**src/rvl_pkg.sv**
```systemverilog
//------------------------------------------------------------------------------
// rvl_pkg
// Shared types and constants of the RVL depth frame decoder.
//------------------------------------------------------------------------------
`timescale 1ns / 1ps
`default_nettype none

package rvl_pkg;

	localparam int WORD_W     = 32;            // stream word
	localparam int NIB_W      = 4;             // one code nibble
	localparam int NIB_DATA_W = 3;             // data bits of a nibble
	localparam int NIBBLES    = WORD_W / NIB_W;
	localparam int NIB_CNT_W  = $clog2(NIBBLES);
	localparam int IDX_W      = 4;             // nibble index within a code
	localparam int SH_W       = 6;             // holds 3 * 15
	localparam int PIX_W      = 16;
	localparam int RUN_W      = 24;
	localparam int CFG_W      = 24;
	localparam logic [CFG_W-1:0] FRAME_PIXELS_RST = 24'd307200;
	localparam logic [IDX_W-1:0] IDX_MAX = 4'd15;

	typedef enum logic [1:0] {
		PH_ZEROS,
		PH_COUNT,
		PH_DELTA
	} phase_t;

	typedef enum logic {
		WK_DATA,
		WK_HEADER
	} word_kind_t;

	typedef struct packed {
		word_kind_t        kind;
		logic [WORD_W-1:0] word;
	} word_item_t;

	typedef struct packed {
		logic signed [PIX_W-1:0] pixel_value;
		logic [RUN_W-1:0]        run_length;
		logic                    frame_done;
		logic                    overrun_error;
	} result_t;

endpackage

`default_nettype wire

```
**src/rvl_stream_if.sv**
```systemverilog
//------------------------------------------------------------------------------
// rvl_stream_if
// Valid/ready channels for stream words in and decoded runs out.
//------------------------------------------------------------------------------
`timescale 1ns / 1ps
`default_nettype none

interface rvl_word_if;
	logic        valid;
	logic        ready;
	logic [31:0] data_word;
	logic        frame_start;

	modport source (output valid, output data_word, output frame_start, input ready);
	modport sink   (input valid, input data_word, input frame_start, output ready);
endinterface

interface rvl_result_if;
	logic               valid;
	logic               ready;
	logic signed [15:0] pixel_value;
	logic [23:0]        run_length;
	logic               frame_done;
	logic               overrun_error;
	logic               last_of_word;

	modport source (
		output valid, output pixel_value, output run_length, output frame_done,
		output overrun_error, output last_of_word, input ready
	);
	modport sink (
		input valid, input pixel_value, input run_length, input frame_done,
		input overrun_error, input last_of_word, output ready
	);
endinterface

`default_nettype wire

```
**src/rvl_depth_decoder.sv**
```systemverilog
//------------------------------------------------------------------------------
// rvl_depth_decoder
// Run-length / variable-length depth frame decompressor, top level.
//------------------------------------------------------------------------------
// words:   compressed stream, one 32-bit item a handshake; frame_start marks
//          the size header, which restarts decoding and gives no result
// results: decoded runs; a zero run is one item with pixel_value 0, every
//          nonzero pixel is an item with run_length 1; run_length 0 marks a
//          frame end (or an overrun, with overrun_error set)
// cfg:     cfg_wr_en / cfg_wr_data write frame_pixels, used at the next header
// a word's eight nibbles are decoded one per cycle unless results stalls;
// a header or a word after the frame end takes no nibble steps
// a word passes the front register and the queue into the nibble decoder;
// each run is then held in the pending slot until the next run or the end
// of its word fixes last_of_word, and is then offered from the output register
// the queue lets the front keep taking words while the decoder is busy
// after reset the block waits for a header; data words before it are dropped
// when results stalls the decoder holds at its current nibble and the queue
// fills; words then stalls; nothing is lost
//------------------------------------------------------------------------------
`timescale 1ns / 1ps
`default_nettype none

module rvl_depth_decoder #(
	parameter int COUNT_WIDTH = 24,
	parameter int QUEUE_DEPTH = 2
) (
	input  wire logic        clk,
	input  wire logic        arst_n,
	input  wire logic        cfg_wr_en,
	input  wire logic [23:0] cfg_wr_data,
	rvl_word_if.sink         words,
	rvl_result_if.source     results
);

	// frame size register
	logic [rvl_pkg::CFG_W-1:0] frame_pixels_q;

	// front to queue
	logic                      push_valid;
	logic                      push_ready;
	rvl_pkg::word_item_t       push_item;

	// queue to decoder
	logic                      pop_valid;
	logic                      pop_ready;
	rvl_pkg::word_item_t       pop_item;

	// decoder output slot
	rvl_pkg::result_t          out_result;
	logic                      out_last;

	always_ff @(posedge clk or negedge arst_n) begin
		if (!arst_n) begin
			frame_pixels_q <= rvl_pkg::FRAME_PIXELS_RST;
		end else if (cfg_wr_en) begin
			frame_pixels_q <= cfg_wr_data;
		end
	end

	// takes words and tags headers
	rvl_front u_front (
		.clk            (clk),
		.arst_n         (arst_n),
		.in_valid       (words.valid),
		.in_data_word   (words.data_word),
		.in_frame_start (words.frame_start),
		.in_ready       (words.ready),
		.push_valid     (push_valid),
		.push_item      (push_item),
		.push_ready     (push_ready)
	);

	// decouples the front from the nibble decoder
	rvl_queue #(
		.DEPTH (QUEUE_DEPTH)
	) u_queue (
		.clk        (clk),
		.arst_n     (arst_n),
		.push_valid (push_valid),
		.push_item  (push_item),
		.push_ready (push_ready),
		.pop_valid  (pop_valid),
		.pop_item   (pop_item),
		.pop_ready  (pop_ready)
	);

	// one nibble a cycle unless results stalls, runs into the output register
	rvl_back #(
		.COUNT_WIDTH (COUNT_WIDTH)
	) u_back (
		.clk          (clk),
		.arst_n       (arst_n),
		.frame_pixels (frame_pixels_q),
		.pop_valid    (pop_valid),
		.pop_item     (pop_item),
		.pop_ready    (pop_ready),
		.out_valid    (results.valid),
		.out_result   (out_result),
		.out_last     (out_last),
		.out_ready    (results.ready)
	);

	assign results.pixel_value   = out_result.pixel_value;
	assign results.run_length    = out_result.run_length;
	assign results.frame_done    = out_result.frame_done;
	assign results.overrun_error = out_result.overrun_error;
	assign results.last_of_word  = out_last;

endmodule

`default_nettype wire

```
**src/rvl_front.sv**
```systemverilog
//------------------------------------------------------------------------------
// rvl_front
// Input stage: takes stream words, tags headers, hands them to the queue.
//------------------------------------------------------------------------------
`timescale 1ns / 1ps
`default_nettype none

module rvl_front (
	input  wire logic                clk,
	input  wire logic                arst_n,
	input  wire logic                in_valid,
	input  wire logic [31:0]         in_data_word,
	input  wire logic                in_frame_start,
	output logic                     in_ready,
	output logic                     push_valid,
	output rvl_pkg::word_item_t      push_item,
	input  wire logic                push_ready
);

	logic                full_q;
	rvl_pkg::word_item_t item_s1;

	assign in_ready   = !full_q || push_ready;
	assign push_valid = full_q;
	assign push_item  = item_s1;

	always_ff @(posedge clk or negedge arst_n) begin
		if (!arst_n) begin
			full_q <= 1'b0;
		end else if (in_ready) begin
			full_q <= in_valid;
		end
	end

	always_ff @(posedge clk) begin
		if (in_valid && in_ready) begin
			item_s1.kind <= in_frame_start ? rvl_pkg::WK_HEADER : rvl_pkg::WK_DATA;
			item_s1.word <= in_data_word;
		end
	end

endmodule

`default_nettype wire

```
**src/rvl_queue.sv**
```systemverilog
//------------------------------------------------------------------------------
// rvl_queue
// Short FIFO of classified words between front and back.
//------------------------------------------------------------------------------
`timescale 1ns / 1ps
`default_nettype none

module rvl_queue #(
	parameter int DEPTH = 2
) (
	input  wire logic                clk,
	input  wire logic                arst_n,
	input  wire logic                push_valid,
	input  wire rvl_pkg::word_item_t push_item,
	output logic                     push_ready,
	output logic                     pop_valid,
	output rvl_pkg::word_item_t      pop_item,
	input  wire logic                pop_ready
);

	localparam int PTR_W = (DEPTH > 1) ? $clog2(DEPTH) : 1;
	localparam int CNT_W = $clog2(DEPTH + 1);

	rvl_pkg::word_item_t entry_q [DEPTH];
	logic [PTR_W-1:0]    wr_ptr_q;
	logic [PTR_W-1:0]    rd_ptr_q;
	logic [CNT_W-1:0]    count_q;
	logic                do_push;
	logic                do_pop;

	assign push_ready = (count_q != CNT_W'(DEPTH));
	assign pop_valid  = (count_q != '0);
	assign pop_item   = entry_q[rd_ptr_q];
	assign do_push    = push_valid && push_ready;
	assign do_pop     = pop_valid && pop_ready;

	function automatic logic [PTR_W-1:0] ptr_inc(input logic [PTR_W-1:0] p);
		return (p == PTR_W'(DEPTH - 1)) ? '0 : p + 1'b1;
	endfunction

	always_ff @(posedge clk or negedge arst_n) begin
		if (!arst_n) begin
			wr_ptr_q <= '0;
			rd_ptr_q <= '0;
			count_q  <= '0;
		end else begin
			if (do_push) begin
				wr_ptr_q <= ptr_inc(wr_ptr_q);
			end
			if (do_pop) begin
				rd_ptr_q <= ptr_inc(rd_ptr_q);
			end
			if (do_push && !do_pop) begin
				count_q <= count_q + 1'b1;
			end else if (do_pop && !do_push) begin
				count_q <= count_q - 1'b1;
			end
		end
	end

	always_ff @(posedge clk) begin
		if (do_push) begin
			entry_q[wr_ptr_q] <= push_item;
		end
	end

endmodule

`default_nettype wire

```
**src/rvl_back.sv**
```systemverilog
//------------------------------------------------------------------------------
// rvl_back
// Nibble decoder: one code nibble per cycle unless the output stalls, runs out through a held slot.
//------------------------------------------------------------------------------
`timescale 1ns / 1ps
`default_nettype none

module rvl_back #(
	parameter int COUNT_WIDTH = 24
) (
	input  wire logic                clk,
	input  wire logic                arst_n,
	input  wire logic [23:0]         frame_pixels,
	input  wire logic                pop_valid,
	input  wire rvl_pkg::word_item_t pop_item,
	output logic                     pop_ready,
	output logic                     out_valid,
	output rvl_pkg::result_t         out_result,
	output logic                     out_last,
	input  wire logic                out_ready
);

	localparam int AW = rvl_pkg::WORD_W;

	// decoder state
	logic                             busy_q;
	logic [AW-1:0]                    word_q;
	logic [rvl_pkg::NIB_CNT_W-1:0]    cnt_q;
	rvl_pkg::phase_t                  phase_q;
	logic [AW-1:0]                    acc_q;
	logic [rvl_pkg::IDX_W-1:0]        idx_q;
	logic [COUNT_WIDTH-1:0]           pix_rem_q;
	logic [COUNT_WIDTH-1:0]           drem_q;
	logic [rvl_pkg::PIX_W-1:0]        prev_q;
	logic                             fin_q;

	// pending result, waits until the word shows whether it is the last
	logic                             pend_valid_q;
	logic                             pend_last_q;
	rvl_pkg::result_t                 pend_q;
	logic                             out_valid_q;
	logic                             out_last_q;
	rvl_pkg::result_t                 out_q;

	logic [rvl_pkg::NIB_W-1:0]        nib;
	logic [rvl_pkg::SH_W-1:0]         sh;
	logic [AW-1:0]                    acc_new;
	logic [rvl_pkg::IDX_W-1:0]        idx_new;
	logic [AW-1:0]                    v;
	logic [rvl_pkg::PIX_W-1:0]        d16;
	logic [COUNT_WIDTH-1:0]           drem_dec;
	logic [COUNT_WIDTH-1:0]           pix_sub;

	rvl_pkg::phase_t                  n_phase;
	logic [AW-1:0]                    n_acc;
	logic [rvl_pkg::IDX_W-1:0]        n_idx;
	logic [COUNT_WIDTH-1:0]           n_pix_rem;
	logic [COUNT_WIDTH-1:0]           n_drem;
	logic [rvl_pkg::PIX_W-1:0]        n_prev;
	logic                             n_fin;
	logic                             r_valid;
	rvl_pkg::result_t                 r;

	logic                             out_free;
	logic                             step;
	logic                             final_step;
	logic                             do_pop;
	logic                             fin_after;
	logic                             load_out;
	rvl_pkg::result_t                 out_d;
	logic                             out_last_d;
	logic                             n_pend_valid;
	logic                             n_pend_last;
	rvl_pkg::result_t                 n_pend;

	assign out_valid  = out_valid_q;
	assign out_result = out_q;
	assign out_last   = out_last_q;

	// one nibble: accumulate, and on the closing nibble act on the code
	always_comb begin
		nib      = word_q[AW-1 -: rvl_pkg::NIB_W];
		sh       = ({2'b00, idx_q} << 1) + {2'b00, idx_q};
		acc_new  = acc_q;
		if (sh < rvl_pkg::SH_W'(AW)) begin
			acc_new = acc_q | (AW'(nib[rvl_pkg::NIB_DATA_W-1:0]) << sh[4:0]);
		end
		idx_new  = (idx_q == rvl_pkg::IDX_MAX) ? idx_q : idx_q + 1'b1;
		v        = acc_new;
		d16      = v[rvl_pkg::PIX_W:1] ^ {rvl_pkg::PIX_W{v[0]}};
		drem_dec = (drem_q != '0) ? drem_q - 1'b1 : drem_q;
		pix_sub  = pix_rem_q - v[COUNT_WIDTH-1:0];

		n_phase   = phase_q;
		n_acc     = acc_new;
		n_idx     = idx_new;
		n_pix_rem = pix_rem_q;
		n_drem    = drem_q;
		n_prev    = prev_q;
		n_fin     = fin_q;
		r_valid   = 1'b0;
		r         = '0;

		if (!nib[rvl_pkg::NIB_W-1]) begin
			n_acc = '0;
			n_idx = '0;
			if (phase_q == rvl_pkg::PH_DELTA) begin
				n_prev = prev_q + d16;
				n_drem = drem_dec;
				if (drem_dec == '0) begin
					n_phase = rvl_pkg::PH_ZEROS;
					if (pix_rem_q == '0) begin
						n_fin = 1'b1;
					end
				end
				r_valid            = 1'b1;
				r.pixel_value      = n_prev;
				r.run_length       = rvl_pkg::RUN_W'(1);
				r.frame_done       = n_fin;
			end else if (v > AW'(pix_rem_q)) begin
				// count overshoots the frame
				n_fin           = 1'b1;
				r_valid         = 1'b1;
				r.frame_done    = 1'b1;
				r.overrun_error = 1'b1;
			end else if (phase_q == rvl_pkg::PH_ZEROS) begin
				n_pix_rem    = pix_sub;
				n_phase      = rvl_pkg::PH_COUNT;
				r_valid      = (v != '0);
				r.run_length = v[rvl_pkg::RUN_W-1:0];
			end else begin
				n_pix_rem = pix_sub;
				n_drem    = v[COUNT_WIDTH-1:0];
				if (v != '0) begin
					n_phase = rvl_pkg::PH_DELTA;
				end else begin
					n_phase = rvl_pkg::PH_ZEROS;
					if (pix_sub == '0) begin
						// end marker
						n_fin        = 1'b1;
						r_valid      = 1'b1;
						r.frame_done = 1'b1;
					end
				end
			end
		end
	end

	// stepping, word hand-over and the pending / output slots
	always_comb begin
		out_free   = !out_valid_q || out_ready;
		step       = busy_q && (!pend_valid_q || out_free);
		final_step = (cnt_q == rvl_pkg::NIB_CNT_W'(rvl_pkg::NIBBLES - 1)) || n_fin;
		pop_ready  = !busy_q || (step && final_step);
		do_pop     = pop_valid && pop_ready;
		fin_after  = step ? n_fin : fin_q;

		load_out     = 1'b0;
		out_d        = pend_q;
		out_last_d   = pend_last_q;
		n_pend_valid = pend_valid_q;
		n_pend_last  = pend_last_q;
		n_pend       = pend_q;
		if (step && r_valid) begin
			load_out     = pend_valid_q;
			n_pend_valid = 1'b1;
			n_pend       = r;
			n_pend_last  = final_step;
		end else if (pend_valid_q && pend_last_q && out_free) begin
			load_out     = 1'b1;
			n_pend_valid = 1'b0;
		end else if (step && final_step && pend_valid_q) begin
			n_pend_last = 1'b1;
		end
	end

	always_ff @(posedge clk or negedge arst_n) begin
		if (!arst_n) begin
			busy_q       <= 1'b0;
			cnt_q        <= '0;
			phase_q      <= rvl_pkg::PH_ZEROS;
			acc_q        <= '0;
			idx_q        <= '0;
			pix_rem_q    <= COUNT_WIDTH'(rvl_pkg::FRAME_PIXELS_RST);
			drem_q       <= '0;
			prev_q       <= '0;
			fin_q        <= 1'b1;
			pend_valid_q <= 1'b0;
			pend_last_q  <= 1'b0;
			out_valid_q  <= 1'b0;
			out_last_q   <= 1'b0;
		end else begin
			if (step) begin
				phase_q   <= n_phase;
				acc_q     <= n_acc;
				idx_q     <= n_idx;
				pix_rem_q <= n_pix_rem;
				drem_q    <= n_drem;
				prev_q    <= n_prev;
				fin_q     <= n_fin;
				cnt_q     <= cnt_q + 1'b1;
				if (final_step) begin
					busy_q <= 1'b0;
				end
			end
			if (do_pop) begin
				cnt_q <= '0;
				if (pop_item.kind == rvl_pkg::WK_HEADER) begin
					busy_q    <= 1'b0;
					phase_q   <= rvl_pkg::PH_ZEROS;
					acc_q     <= '0;
					idx_q     <= '0;
					pix_rem_q <= COUNT_WIDTH'(frame_pixels);
					drem_q    <= '0;
					prev_q    <= '0;
					fin_q     <= 1'b0;
				end else begin
					busy_q <= !fin_after;
				end
			end
			pend_valid_q <= n_pend_valid;
			pend_last_q  <= n_pend_last;
			if (load_out) begin
				out_valid_q <= 1'b1;
				out_last_q  <= out_last_d;
			end else if (out_ready) begin
				out_valid_q <= 1'b0;
			end
		end
	end

	always_ff @(posedge clk) begin
		if (step) begin
			word_q <= word_q << rvl_pkg::NIB_W;
		end
		if (do_pop) begin
			word_q <= pop_item.word;
		end
		pend_q <= n_pend;
		if (load_out) begin
			out_q <= out_d;
		end
	end

endmodule

`default_nettype wire

```
**src/flat_wrapper.sv**
```systemverilog
// flat-port wrapper written by rule: the top's interface ports become plain ports
module rvl_depth_decoder_flat 
#(
	parameter int COUNT_WIDTH = 24,
	parameter int QUEUE_DEPTH = 2
)
  (clk, arst_n, cfg_wr_en, cfg_wr_data, words_valid, words_data_word, words_frame_start, words_ready, results_valid, results_pixel_value, results_run_length, results_frame_done, results_overrun_error, results_last_of_word, results_ready);
  rvl_word_if words_i ();
  rvl_result_if results_i ();
  input  wire logic clk;
  input  wire logic arst_n;
  input  wire logic cfg_wr_en;
  input  wire logic [23:0] cfg_wr_data;
  input wire logic [$bits(words_i.valid)-1:0] words_valid;
  input wire logic [$bits(words_i.data_word)-1:0] words_data_word;
  input wire logic [$bits(words_i.frame_start)-1:0] words_frame_start;
  output wire logic [$bits(words_i.ready)-1:0] words_ready;
  output wire logic [$bits(results_i.valid)-1:0] results_valid;
  output wire logic [$bits(results_i.pixel_value)-1:0] results_pixel_value;
  output wire logic [$bits(results_i.run_length)-1:0] results_run_length;
  output wire logic [$bits(results_i.frame_done)-1:0] results_frame_done;
  output wire logic [$bits(results_i.overrun_error)-1:0] results_overrun_error;
  output wire logic [$bits(results_i.last_of_word)-1:0] results_last_of_word;
  input wire logic [$bits(results_i.ready)-1:0] results_ready;
  assign words_i.valid = words_valid;
  assign words_i.data_word = words_data_word;
  assign words_i.frame_start = words_frame_start;
  assign words_ready = words_i.ready;
  assign results_valid = results_i.valid;
  assign results_pixel_value = results_i.pixel_value;
  assign results_run_length = results_i.run_length;
  assign results_frame_done = results_i.frame_done;
  assign results_overrun_error = results_i.overrun_error;
  assign results_last_of_word = results_i.last_of_word;
  assign results_i.ready = results_ready;
  rvl_depth_decoder #(.COUNT_WIDTH(COUNT_WIDTH), .QUEUE_DEPTH(QUEUE_DEPTH)) u_core (.clk(clk), .arst_n(arst_n), .cfg_wr_en(cfg_wr_en), .cfg_wr_data(cfg_wr_data), .words(words_i), .results(results_i));
endmodule
```
**config.mk**
```make
export PLATFORM = sky130hd
export DESIGN_NAME = rvl_depth_decoder_flat
export DESIGN_NICKNAME = d
export VERILOG_FILES = /design/src/rvl_pkg.sv /design/src/rvl_stream_if.sv /design/src/rvl_depth_decoder.sv /design/src/rvl_front.sv /design/src/rvl_queue.sv /design/src/rvl_back.sv /design/src/flat_wrapper.sv
export SDC_FILE = /design/constraint.sdc
export NUM_CORES = 1
export LEC_CHECK = 0
export BUFFER_PORTS_ARGS = -buffer_cell sky130_fd_sc_hd__buf_4
export CORE_MARGIN = 2
export CORE_UTILIZATION = 40
export DETAILED_ROUTE_END_ITERATION = 7
export PLACE_DENSITY = 0.54
export SLEW_MARGIN = 20
export SYNTH_ARGS = -nofsm -noshare
export SYNTH_HDL_FRONTEND = slang
export SYNTH_SLANG_ARGS = --single-unit
```
**constraint.sdc**
```tcl
create_clock -name clk -period 22.6 [get_ports clk]
set_input_delay 1.13 -clock clk [delete_from_list [all_inputs] [get_ports clk]]
set_output_delay 1.13 -clock clk [all_outputs]
set_load 0.02 [all_outputs]
```
# After elaboration in Yosys (flattened, before gate mapping)
# Memories as Yosys holds them, arrays and structs flattened.
# Index checks and enable logic that the tools add are counted.
# classes
n_eq_ne,5
n_reduce_logical,41
shift,1
addsub,10
bitwise,4
order_cmp,2
n_mux,85
# op_table
op,count
24-bit 2-to-1 mux,14
32-bit 2-to-1 mux,7
16-bit 2-to-1 mux,5
24-bit logical NOT,3
1-bit 2-to-1 mux,40
32-bit by 24-bit > comparator with 1-bit output,1
32-bit OR,1
32-bit nonzero test,1
3-bit by 5-bit left shift with 32-bit output,1
2-bit 2-to-1 mux,12
24-bit nonzero test,1
"24-bit by 1-bit subtractor with 24-bit output, second input constant",1
24-bit subtractor,1
4-bit 2-to-1 mux,5
16-bit adder,1
16-bit bitwise XOR,1
2-bit nonzero test,7
1-bit logical AND,11
1-bit logical NOT,7
5-bit by 4-bit adder with 6-bit output,1
"6-bit less-than comparator, second input constant",1
3-bit 2-to-1 mux,2
1-bit logical OR,5
"4-bit by 1-bit adder with 4-bit output, second input constant",1
13 further kinds,18
# word_totals
ff_bits,289
out_inout_bits,45
word_cells,179
mem_count,1
ram_bits,66
# memory_table
memory,depth,word_bits,read_ports,rd_clocked_by_memory_dff,wr,line_no,rtl
u_core.u_queue.entry_q,2,33,1,0,1,rvl_queue.sv:24,rvl_pkg::word_item_t entry_q [DEPTH];

# Longest topological paths before layout
# Gate-level depths: netlist of the first run.
# depth
word_depth,19
mapped_depth,27
ltp_nobuf,24

# By module
# A second synthesis of the first run with hierarchy kept.
# unflattened
hier_cells,1586
hier_area_um2,18529.0
# by_module_without_submodules
mod,instances,cells_per_inst,area_per_inst_um2
rvl_back,1,1377,13754.4
rvl_queue,1,121,2727.6
rvl_front,1,37,1044.8
rvl_depth_decoder,1,51,1002.2

# Worst setup path before layout of the first run
# No wires, ideal clock.
# synth_timing
path_type,register -> register
startpoint,register u_core.u_back.idx_q[0] (netlist name)
endpoint,"register u_core.u_back.out_q, in the netlist u_core.u_back.out_result[0], enable pin"
arrival_time_ns,8.374
setup_slack_ns,13.784
path_stages_with_launch,23
path_cell_list,dfrtp_1 -> ha_1 -> inv_1 -> fa_1 -> or3_1 -> a21oi_1 -> a21boi_1 -> a21oi_1 -> clkbuf_1 -> inv_1 -> ha_1 -> inv_1 -> fa_1 -> xor2_1 -> or4b_2 -> a2111oi_0 -> o211ai_1 -> nor4_1 -> o2111ai_1 -> o41ai_1 -> o21a_1 -> a21oi_1 -> nor2_1
# synth_via
elab_chain_cells,14
elab_cells_between_ends,17
cone_classes,add/sub (2); order compare (2); shift (1); mux (8); bitwise (1); reduce/logical (3)
# synth_lines
element,line_no,rtl
"start, declared",rvl_back.sv:31,logic [rvl_pkg::IDX_W-1:0] idx_q;
"start signal, assigned",rvl_back.sv:196,idx_q <= n_idx;
5-bit by 4-bit adder with 6-bit output *,rvl_back.sv:83,"sh = ({2'b00, idx_q} << 1) + {2'b00, idx_q};"
"parallel branches: the longest is 2 deep, another holds 6-bit less-than comparator",--,
32-bit 2-to-1 mux *,rvl_back.sv:85,if (sh < rvl_pkg::SH_W'(AW)) begin
24-bit subtractor,rvl_back.sv:92,pix_sub = pix_rem_q - v[COUNT_WIDTH-1:0];
24-bit logical NOT,rvl_back.sv:138,if (pix_sub == '0) begin
1-bit 2-to-1 mux,rvl_back.sv:138,
1-bit 2-to-1 mux,rvl_back.sv:134,if (v != '0) begin
1-bit 2-to-1 mux,rvl_back.sv:126,end else if (phase_q == rvl_pkg::PH_ZEROS) begin
1-bit 2-to-1 mux *,rvl_back.sv:120,end else if (v > AW'(pix_rem_q)) begin
1-bit 2-to-1 mux *,rvl_back.sv:107,if (phase_q == rvl_pkg::PH_DELTA) begin
1-bit 2-to-1 mux *,rvl_back.sv:104,if (!nib[rvl_pkg::NIB_W-1]) begin
1-bit logical AND *,rvl_back.sv:164,if (step && r_valid) begin
1-bit 2-to-1 mux *,rvl_back.sv:164,
net u_core.u_back.load_out,rvl_back.sv:69,logic load_out;
"end signal, assigned",rvl_back.sv:241,out_q <= out_d;
"end, declared",rvl_back.sv:43,rvl_pkg::result_t out_q;
# Mark *: on every way through the listed nets, which the timed path passes.
# A chain may end at the register's enable or synchronous reset.

# Worst setup path in the final report of the first run
# layout_timing
startpoint,register u_core.u_back.idx_q[0] (netlist name)
endpoint,"register u_core.u_back.out_q, in the netlist u_core.u_back.out_result[14], enable pin"
# Same word-level chain as after synthesis.

==> out/metrics.yaml, run 1 <==
outcome:
  status: "complete, no violations"
power:
  ir_drop_v: 0.0000854
  leakage_nw: 8.58
  power_density_nw_per_um2: 176
setup_path:
  cp_data_arrival_time_ns: 8.90
  r2r_cells: 24
  reg2reg_from: "u_core.u_back.idx_q[0]"
  cp_common_cell: "inv_1"
  crit_required_ns: 22.87
  ff2ff_setup_slack_ns: 13.98
  cp_slowest_stage_delay_ns: 0.81
  startpoint_type: "flip-flop"
  crit_start: "u_core.u_back.idx_q[0]"
  crit_end: "u_core.u_back.out_result[14]"
  crit_fanout: 47
  end_kind: "flip-flop"
  path_cells: "ha_1, inv_1, fa_1, or3_1, a21oi_1, a21boi_1, a21oi_2, buf_4, inv_1, ha_1, inv_1, fa_1, xor2_1, or4b_2, a2111oi_0, o211ai_1, nor4_1, o2111ai_1, o41ai_1, o21a_2, buf_4, a21oi_1, nor2_4, buf_12"
  worstReg2RegEnd: "u_core.u_back.out_result[14]"
  path_class: "flip-flop to flip-flop"
  crit_slowest_cell: "o41ai_1"
floorplanning:
  fp.dieH_um: 215
  ioPinCount: 107
  die_w_um: 215
  core_area_um2: 44200
  start_util: 0.405
  fp-row-count: 77
  dieArea_um2: 46400
yosys:
  synth_flop_cell: "edfxtp_1"
  syn-cell-area_um2: 17900
  ys_seq_elements: 355
  synth.distinct_cells: 81
  synth_fp_nets: 1766
  synthTopCellsByArea: "edfxtp_1 36%, dfrtp_1 18%, ha_1 5.1%"
  seq_area_frac_synth: 0.557
  synth_area_leader_cell: "edfxtp_1"
  yosysTopAreaCellShare: 0.361
  yosys_warnings: 0
  async_flop_share: 0.394
  synth_area_per_cell_um2: 11.0
  synth_edf_count: 215
  postSynthCellCount: 1628
clocking:
  post_cts_buffers: 0
  cts_max_path_buffers: 3
  cts_hold_buffers: 0
  cts_resized: 0
  cts.clk_slew.worst_paths_ns: 0.06
  cts.sinks: 355
  clk_latency_ns: 0.58
  cts_max_level: 2
  numCtsBuffers: 39
  root_buffer: "clkbuf_16"
  cts_tree: "done"
timing:
  setup_viol: 0
  report.final.slew_viol_count: 0
  tightestPinTransition_ns: 1.05
  fin_crit_ns: 8.62
  rsz0062_at_grt: "false"
  hold_viol: 0
  fmax_mhz: 116
  slew_headroom: 0.299
  period_share: 0.382
  finClkSkew_ns: 0.0287
  timing.hold.ws_ns: 0.417
  final.setup.tns_ns: 0
final_layout:
  multi_input_area_um2: 7400
  syn_to_final_growth_pct: 16.2
  fillerInstances: 4115
  nets: 1880
  regArea_um2: 9970
  diodes: 0
  layout-drive-gt1-share: 0.152
global_route:
  antenna_found_initial: 0
  grt_max_degree: 86
  grt_pass1_vias: 12800
  grt.overflow.total: 0
  grt_pass1_wl_um: 77100
  grt_usage: 0.214
drt:
  met1_length_um: 22700
  maxUsedRoutingLayer: "met4"
  wl_met2_um: 21900
  drtAntennaViolNets: 0
  drtIter0Drc: 1047
  wl_um: 49000
  wl_per_cell_um: 20.7
  first_pass_iters: 5
  detailroute.wirelength.met3_um: 2740
  via_count: 13000
  drc: 0
  viasPerCell: 5.51
worst_hold_path:
  hold_depth: 0
  hold_start: "u_core.u_back.out_d[21]"
  hp-class: "flip-flop to flip-flop"
place:
  dp_hpwl_um: 34700
  io_buffer_count: 106
  place.gp.congestion: 0.917
flow_run:
  maxCapViolCount: 0
## kinds of logic (layout without fill, tap and decap cells)
| kind of cell | Yosys count | after routing | synth area share |
|---|---|---|---|
| AO/OA/AOI/OAI | 366 | 366 | 0.130 |
| buffers and inverters | 142 | 286 | 0.0315 |
| adder cells (fa/ha/maj) | 76 | 76 | 0.0544 |
| XOR/XNOR | 52 | 52 | 0.0255 |
| AND/OR/NAND/NOR | 540 | 540 | 0.143 |
| multiplexers | 97 | 97 | 0.0578 |
| flip-flops | 355 | 355 | 0.557 |
## through the flow
stage           util  power, mW  std cells  area (um^2)  worst slack (ns)
2_1_floorplan      -       2.41       1628        17900             13.78
3_3_place_gp   0.440       3.00       2292        19500             14.03
3_5_place_dp   0.440       3.00       2292        19500             13.72
4_1_cts        0.470       3.67       2363        20800             13.63
5_1_grt        0.470       3.93       2364        20800             13.43
6_report       0.470       3.65       2364        20800             13.98
## flip-flops by register name, indices dropped and copies added, names as in the netlist, 2 cells and up
| signal | cells |
|---|---|
| u_core.u_back.idx_q | 4 |
| u_core.u_back.acc_q | 32 |
| u_core.u_back.cnt_q | 3 |
| u_core.u_back.word_q | 32 |
| u_core.frame_pixels_q | 24 |
| u_core.u_queue.count_q | 2 |
| u_core.u_back.drem_q | 24 |
| u_core.u_back.out_d | 42 |
| u_core.u_back.out_result | 42 |
| u_core.u_back.prev_q | 16 |
| u_core.u_back.pix_rem_q | 24 |
| u_core.u_front.push_item | 33 |
| u_core.u_back.phase_q | 2 |
| u_core.u_queue.entry_q | 66 |
## cells in the mapped netlist (all sizes together) (16+ instances only)
| master | n |
|---|---|
| edfxtp | 215 |
| nor2 | 192 |
| dfrtp | 131 |
| nand2 | 118 |
| o21ai | 113 |
| a21oi | 88 |
| ha | 73 |
| inv | 72 |
| clkbuf | 57 |
| nor3 | 54 |
| mux2 | 50 |
| mux2i | 47 |
| nand3 | 31 |
| xor2 | 30 |
| a22oi | 26 |
| nor4 | 24 |
| xnor2 | 22 |
| nand2b | 21 |
| nand4 | 21 |
| a31oi | 16 |
## critical path, delay by kind of cell (launching register included)
kind / cells / cell delay [ns]
AOI/OAI and AO/OA: 9 / 3.05
DFF: 1 / 0.63
adders and majority gates: 4 / 1.41
xor gates and xnor gates: 1 / 0.20
buffers and inverters: 6 / 1.27
and+or+nand+nor: 4 / 1.67
## worst min path at each step
stage / endpoint
6_report: u_core.u_back.out_result[21]
3_3_place_gp: u_core.u_back.out_result[32]
3_5_place_dp: u_core.u_back.out_result[21]
4_1_cts: u_core.u_back.out_result[21]
5_1_grt: u_core.u_back.out_result[30]
2_1_floorplan: u_core.u_back.out_result[0]
## final cells by class
type / instances / area share
multi-input cells: 1131 / 0.356
repair buffers: 143 / 0.0524
flip-flops and latches: 355 / 0.480
clock inverters: 21 / 0.0131
inverters: 72 / 0.0130
clock buffers: 50 / 0.0504
well taps: 592 / 0.0356
## routing by layer
layer,up-vias,global-route usage
met5,-,0
met4,0,0.0761
met3,85,0.0396
met2,410,0.331
met1,6310,0.302
li1,6214,-
## cells in the final DEF (no fill, tap or decap), drive strengths merged, types with 9 or more instances in the layout
cell type and count:
nor4 24, mux2i 47, xor2 30, o22ai 11, and2 14, a21oi 88, xnor2 22, a22oi 26
and3 11, nand2 118, nand2b 21, a21o 14, nand4 21, dfstp 9, a211oi 10, o21ai 113
a2111oi 12, nor2 192, buf 143, clkbuf 50, nor2b 10, clkinv 12, nand3 31, mux2 50
or2 9, dfrtp 131, a31oi 16, nor3 54, edfxtp 215, ha 73, o21a 12, inv 76
## power breakdown
group	internal [mW]	total [mW]	switching (mW)
Combinational	0.655	1.85	1.20
Clock	0.380	0.653	0.273
Sequential	0.999	1.14	0.145
Total	2.03	3.65	1.62
Note: power is estimated with default switching activity, not from simulation.
==> run 2, diff against run 1 <==
Settings changed: PLACE_DENSITY 0.54 to 0.56.
Clock period 22.6 ns to 7.6 ns, I/O delays scaled along.
==> run 2 against run 1 <==
Net effect: worst setup slack lost 14 ns; clock skew grew 0.0024 ns; cell area grew 3.0%.
==> out/metrics.yaml, run 2 (synthesis results as in run 1) <==
floorplanning:
  fp.dieH_um: 215  # unchanged
  core_area_um2: 44200  # unchanged
  ioPinCount: 107  # unchanged
  start_util: 0.405  # unchanged
  die_w_um: 215  # unchanged
  fp-row-count: 77  # unchanged
  dieArea_um2: 46400  # unchanged
clocking:
  clk_latency_ns: 0.59  # about the same
  cts_tree: "done"
  numCtsBuffers: 39  # unchanged
  cts_max_path_buffers: 3  # unchanged
  post_cts_buffers: 0  # unchanged
  cts_max_level: 2  # unchanged
  cts.sinks: 355  # unchanged
  cts.clk_slew.worst_paths_ns: 0.06  # about the same
  root_buffer: "clkbuf_16"
drt:
  drc: 0  # unchanged
  drtAntennaViolNets: 0  # unchanged
  wl_per_cell_um: 20.4  # -1.3%
  wl_um: 49400  # +0.96%
  via_count: 13200  # +1.1%
  viasPerCell: 5.44  # -1.2%
  drtIter0Drc: 903  # -14%
  first_pass_iters: 5  # unchanged
timing:
  period_share: 0.939  # +0.558
  hold_viol: 0  # unchanged
  final.setup.tns_ns: 0  # unchanged
  rsz0062_at_grt: "false"
  finClkSkew_ns: 0.0311  # +0.00245 ns
  fin_crit_ns: 7.14  # -1.48 ns
  setup_viol: 0  # unchanged
  timing.hold.ws_ns: 0.0273  # -0.390 ns
  slew_headroom: 0.265  # -0.0343
  fmax_mhz: 140  # +21%
  timing.final.ws_setup_ns: 0.462  # -13.52 ns
  tightestPinTransition_ns: 1.10  # +0.0514 ns
  report.final.slew_viol_count: 0  # unchanged
global_route:
  grt.overflow.total: 0  # unchanged
  met1_usage: 0.285  # -0.0170
  grt_pass1_vias: 13000  # +1.7%
  use_met3: 0.0420  # +0.00240
  grt_max_degree: 72  # -16%
  top_usage_layer: "met2"
  grtUsageMet2: 0.339  # +0.00753
  antenna_found_initial: 1  # +1
  grt_usage: 0.214  # about the same
  grt_pass1_wl_um: 76500  # -0.81%
setup_path:
  crit_slowest_cell: "or4b_2"
  path_cells: "ha_1, inv_1, fa_1, or3_1, a21oi_1, a21boi_0, a21o_1, inv_1, fa_1, xor2_1, or4b_2, a2111oi_1, o211ai_1, nor4_1, o2111ai_1, o41ai_2, buf_4, o21a_2, a21oi_1, nor2_4, buf_12"
  end_kind: "flip-flop"
  crit_end: "u_core.u_back.out_result[26]"
  ff2ff_setup_slack_ns: 0.46  # -13.52 ns
  cp_slowest_stage_delay_ns: 0.67  # -0.14 ns
  startpoint_type: "flip-flop"
  crit_start: "u_core.u_back.idx_q[0]"
  cp_data_arrival_time_ns: 7.41  # -1.49 ns
  worstReg2RegEnd: "u_core.u_back.out_result[26]"
  r2r_cells: 21  # -13%
  reg2reg_from: "u_core.u_back.idx_q[0]"
  crit_required_ns: 7.87  # -15.00 ns
  crit_fanout: 42  # -11%
  path_class: "flip-flop to flip-flop"
final_layout:
  regArea_um2: 9970  # unchanged
  syn_to_final_growth_pct: 19.7
  multi_input_area_um2: 7420  # +0.22%
  final_common_cell: "edfxtp_1"
  nets: 1933  # +2.8%
  final_util: 0.484  # +0.0139
  largest_register_ffs: 66  # unchanged
  fillerInstances: 4034  # -2.0%
  largest_register: "u_core.u_queue.entry_q"
  layout-drive-gt1-share: 0.162  # +0.00975
  final_cell_mix: "215 x edfxtp_1, 190 x nor2_1, 154 x buf_4"
flow_run:
  maxCapViolCount: 0  # unchanged
outcome:
  status: "complete, no violations"
power:
  leakage_nw: 8.86  # +3.3%
  power_density_nw_per_um2: 519  # +200%
  power_mw: 11.1  # +200%
  ir_drop_v: 0.000240  # +180%
place:
  place_ws_ns: 0.242  # -13.48 ns
  io_buffer_count: 106  # unchanged
  place.gp.congestion: 0.973  # +6.0%
  dp_hpwl_um: 35100  # +1.3%
worst_hold_path:
  hp-class: "primary input to flip-flop"
-- run 2: cell count changes in the layout (fill, tap and decap cells not counted), sizes merged, moves of 2 or more --
cell	before	now
clkinv	12	16
bufinv	4	6
buf	143	161
dlygate4sd3	0	35
clkbuf	50	45
-- run 2: worst min-delay path by stage --
stage	start	to	slack, ns	cells after the start
after floorplan	arst_n	u_core.frame_pixels_q[0]	0.08	0
after global placement	u_core.u_back.out_d[32]	u_core.u_back.out_result[32]	0.40	0
after detailed placement	u_core.u_back.out_d[32]	u_core.u_back.out_result[32]	0.40	0
after CTS	cfg_wr_data[9]	u_core.frame_pixels_q[9]	0.004	2
after global routing	cfg_wr_data[9]	u_core.frame_pixels_q[9]	0.03	2
final	cfg_wr_data[11]	u_core.frame_pixels_q[11]	0.03	2
-- run 2: metrics by stage --
step           cells  cell area, um^2
2_1_floorplan   1628            17900
5_1_grt         2418            21400
3_3_place_gp    2311            19700
4_1_cts         2418            21400
6_report        2419            21400
3_5_place_dp    2311            19700
-- run 2: metal layers --
metal  part of all wire  vias to the layer above
met1               0.44                     6364
li1                   -                     6305
met5                  0                        -
met4              0.044                        0
met2               0.45                      388
met3              0.060                      106
-- run 2: critical path, delay by kind of cell, from the launching register on --
| family | cells | cell delay [ns] |
|---|---|---|
| AOI/OAI and AO/OA | 9 | 2.54 |
| xor gates and xnor gates | 1 | 0.20 |
| adders and majority gates | 3 | 1.30 |
| buffers and inverters | 4 | 0.66 |
| DFF | 1 | 0.62 |
| and+or+nand+nor | 4 | 1.46 |
-- run 2: timing repair --
item,CTS,global route
hold endpoints to repair,95,0
hold buffers,35,0
resized for setup,0,3
endpoints found under the setup margin,0,91
-- run 2: power breakdown --
| part | switching [mW] | total, mW | leakage, nW | internal, mW |
|---|---|---|---|---|
| Sequential | 0.382 | 3.35 | 3.84 | 2.97 |
| Combinational | 3.67 | 5.77 | 4.36 | 2.10 |
| Clock | 0.820 | 2.00 | 0.664 | 1.18 |
-- run 2: area by class of cell --
class,count,share of cell area
antenna,1,0.000117
clock buffer,45,0.0471
clock inverter,27,0.0168
inverter,72,0.0126
multi-input combinational,1131,0.346
sequential,355,0.466
tap,592,0.0346
timing repair buffer,196,0.0765
==> run 3, diff against run 2 <==
Settings changed: CTS_CLUSTER_DIAMETER from default to 30, SYNTH_HIERARCHICAL from default to 1.
==> run 3 against run 2 <==
Net effect: worst setup slack better by 0.095 ns; cell count up 2.7%; utilization up 3.4 points; worst hold slack better by 0.17 ns; non-clock buffer count up 31; largest cell class unchanged; highest routed layer unchanged.
==> out/metrics.yaml, run 3 <==
yosys:
  synth.most_common_cell: "edfxtp_1"
  async_flop_share: 0.394  # unchanged
  postSynthCellCount: 1586  # -2.6%
  synth-simple-area-share: 0.126  # -0.0179
  synth_top_family_by_area: "compound AO/OA/AOI/OAI gates"
  seq_area_frac_synth: 0.538  # -0.0192
  synth-xor-area-share: 0.0251  # -0.000406
  synth_area_leader_cell: "edfxtp_1"
  yosysTopAreaCellShare: 0.348  # -0.0125
  synth.distinct_cells: 87  # +7.4%
  synthTopCellsByArea: "edfxtp_1 35%, dfrtp_1 18%, ha_1 4.9%"
  synth_fa_ha_area_frac: 0.0525  # -0.00188
  synth_area_per_cell_um2: 11.7  # +6.3%
  synth_edf_count: 215  # unchanged
  synth_common_cells: "215 x edfxtp_1, 144 x nor2_1, 131 x dfrtp_1"
  synth_flop_cell: "edfxtp_1"
  muxShareOfSynthArea: 0.0910  # +0.0333
  synth_fp_nets: 1724  # -2.4%
  ys_seq_elements: 355  # unchanged
  synth_compound_area_frac: 0.126  # -0.00361
  syn-cell-area_um2: 18500  # +3.6%
  yosys_warnings: 6  # +6
floorplanning:
  start_util: 0.407  # +0.00200
  fp-row-count: 78  # +1.3%
  ioPinCount: 107  # unchanged
  fp.dieH_um: 219  # +1.7%
  core_area_um2: 45600  # +3.1%
  die_w_um: 219  # +1.7%
  dieArea_um2: 48100  # +3.5%
drt:
  viasPerCell: 5.39  # -0.90%
  drc: 0  # unchanged
  drtAntennaViolNets: 0  # unchanged
  met1_length_um: 21300  # -3.2%
  via_count: 13400  # +1.8%
  detailroute.wirelength.met3_um: 2990  # +1.2%
  first_pass_iters: 5  # unchanged
  wl_per_cell_um: 19.3  # -5.4%
  wl_met2_um: 22300  # about the same
  drtIter0Drc: 1034  # +15%
  maxUsedRoutingLayer: "met4"
  wl_um: 48100  # -2.8%
clocking:
  numCtsBuffers: 80  # +110%
  cts_tree: "done"
  cts.clk_slew.worst_paths_ns: 0.05  # about the same
  root_buffer: "clkbuf_16"
  cts_max_path_buffers: 3  # unchanged
  cts.sinks: 355  # unchanged
  clk_latency_ns: 0.62  # +0.03 ns
  cts_max_level: 3  # +1
  post_cts_buffers: 0  # unchanged
power:
  leakage_nw: 9.81  # +11%
  power_density_nw_per_um2: 551  # +6.2%
  ir_drop_v: 0.000297  # +24%
global_route:
  grt.overflow.total: 0  # unchanged
  grt_usage: 0.205  # -0.00931
  grt_pass1_wl_um: 75800  # -0.88%
  grt_pass1_vias: 13500  # +3.5%
  antenna_found_initial: 0  # -1
  grt_max_degree: 82  # +14%
worst_hold_path:
  hold_depth: 3  # +1
  hold_start: "results_ready"
  hp-class: "primary input to flip-flop"
  whs_endpoint: "u_core/u_back/out_valid"
setup_path:
  crit_buf_inv: 4  # unchanged
  reg2reg_from: "u_core/u_back/idx_q[2]"
  cp_slowest_stage_delay_ns: 0.59  # -0.08 ns
  crit_required_ns: 8.12  # +0.25 ns
  r2r_cells: 27  # +29%
  cp_data_arrival_time_ns: 7.56  # +0.15 ns
  startpoint_type: "flip-flop"
  path_class: "flip-flop to flip-flop"
  ff2ff_setup_slack_ns: 0.56  # +0.09 ns
  crit_fanout: 14  # -67%
  crit_cells: 27  # +29%
  worstReg2RegEnd: "u_core/u_queue/count_q[1]"
  crit_slowest_cell: "and2_1"
  end_kind: "flip-flop"
  crit_family: "simple AND/OR/NAND/NOR gates"
  cp_common_cell: "ha_1"
timing:
  slew_headroom: 0.335  # +0.0702
  tightestPinTransition_ns: 0.984  # -0.119 ns
  finClkSkew_ns: 0.0410  # +0.00986 ns
  fmax_mhz: 142  # +1.3%
  final.setup.tns_ns: 0  # unchanged
  fin_crit_ns: 7.04  # -0.0949 ns
  report.final.slew_viol_count: 0  # unchanged
  period_share: 0.927  # -0.0125
  timing.hold.ws_ns: 0.193  # +0.165 ns
  setup_viol: 0  # unchanged
  hold_viol: 0  # unchanged
  rsz0062_at_grt: "false"
final_layout:
  final_common_cell: "edfxtp_1"
  diodes: 0  # -1
  largest_register: "u_core/u_queue/entry_q"
  largest_register_ffs: 66  # unchanged
  instances_no_fill: 2485  # +2.7%
  layout-drive-gt1-share: 0.246  # +0.0841
  nets: 1958  # +1.3%
  final_cell_mix: "215 x edfxtp_1, 162 x buf_4, 141 x nor2_1"
  syn_to_final_growth_pct: 27.3
place:
  dp.cells: 2279  # -1.4%
  dp_hpwl_um: 33000  # -6.0%
  io_buffer_count: 106  # unchanged
  place.gp.congestion: 0.935  # -3.9%
flow_run:
  maxCapViolCount: 0  # unchanged
outcome:
  status: "complete, no violations"
run 3: worst register-to-register path: cells and delay by family, from the launching register on:
family / cells / cell delay (ns)
DFF: 1 / 0.41
AOI/OAI and AO/OA: 7 / 1.83
xor gates and xnor gates: 2 / 0.30
adders and majority gates: 3 / 1.00
buffers and inverters: 4 / 0.57
and+or+nand+nor: 11 / 2.89
run 3: cell families (layout without fill, tap and decap cells):
group	after synthesis	after routing
DFF	355	355
buffers and inverters	153	452
AOI/OAI and AO/OA	350	350
muxes	131	131
xor gates and xnor gates	53	53
adders and majority gates	76	76
and+or+nand+nor	468	468
run 3: layout make-up:
cell class	instances	area, um^2
clock buffers	95	2080
clock inverters	52	746
fillers	3919	22000
inverters	78	293
multi-input cells	1078	7840
flip-flops and latches	355	9970
well taps	600	751
repair buffers	227	1920
run 3: how the worst max path moves through the flow:
stage                                 startpoint                          end
after CTS                 u_core/u_back/idx_q[2]    u_core/u_queue/count_q[1]
after global placement    u_core/u_back/idx_q[0]    u_core/u_queue/count_q[1]
after detailed placement  u_core/u_back/idx_q[0]    u_core/u_queue/count_q[1]
after global routing      u_core/u_back/idx_q[2]    u_core/u_queue/count_q[1]
after floorplan           u_core/u_back/idx_q[2]  u_core/u_back/out_result[0]
final                     u_core/u_back/idx_q[2]    u_core/u_queue/count_q[1]
run 3: repair_timing:
action / in CTS / in global routing
hold buffers: 59 / 0
endpoints found under the hold margin: 131 / 0
setup endpoints to repair: 0 / 1
resized for setup: 0 / 1
run 3: metrics by stage:
step | setup WS [ns] | area [um^2] | power [mW] | utilization
2_1_floorplan | 0.381 | 18600 | 7.56 | -
3_3_place_gp | 0.642 | 20200 | 9.38 | 0.443
3_5_place_dp | 0.628 | 20200 | 9.41 | 0.443
4_1_cts | 0.615 | 23600 | 13.1 | 0.518
5_1_grt | 0.00901 | 23600 | 13.9 | 0.518
6_report | 0.557 | 23600 | 13.0 | 0.518
run 3: layer usage:
layer / vias to the layer above / global-route usage
li1: 6349 / -
met1: 6525 / 0.272
met2: 439 / 0.324
met3: 87 / 0.0432
met4: 0 / 0.0896
met5: - / 0
run 3: power breakdown:
group | switching (mW) | internal [mW] | leakage, nW
sequential | 0.445 | 3.02 | 3.82
clock | 1.09 | 2.47 | 1.37
combinational | 3.50 | 2.48 | 4.62
total | 5.04 | 7.98 | 9.81
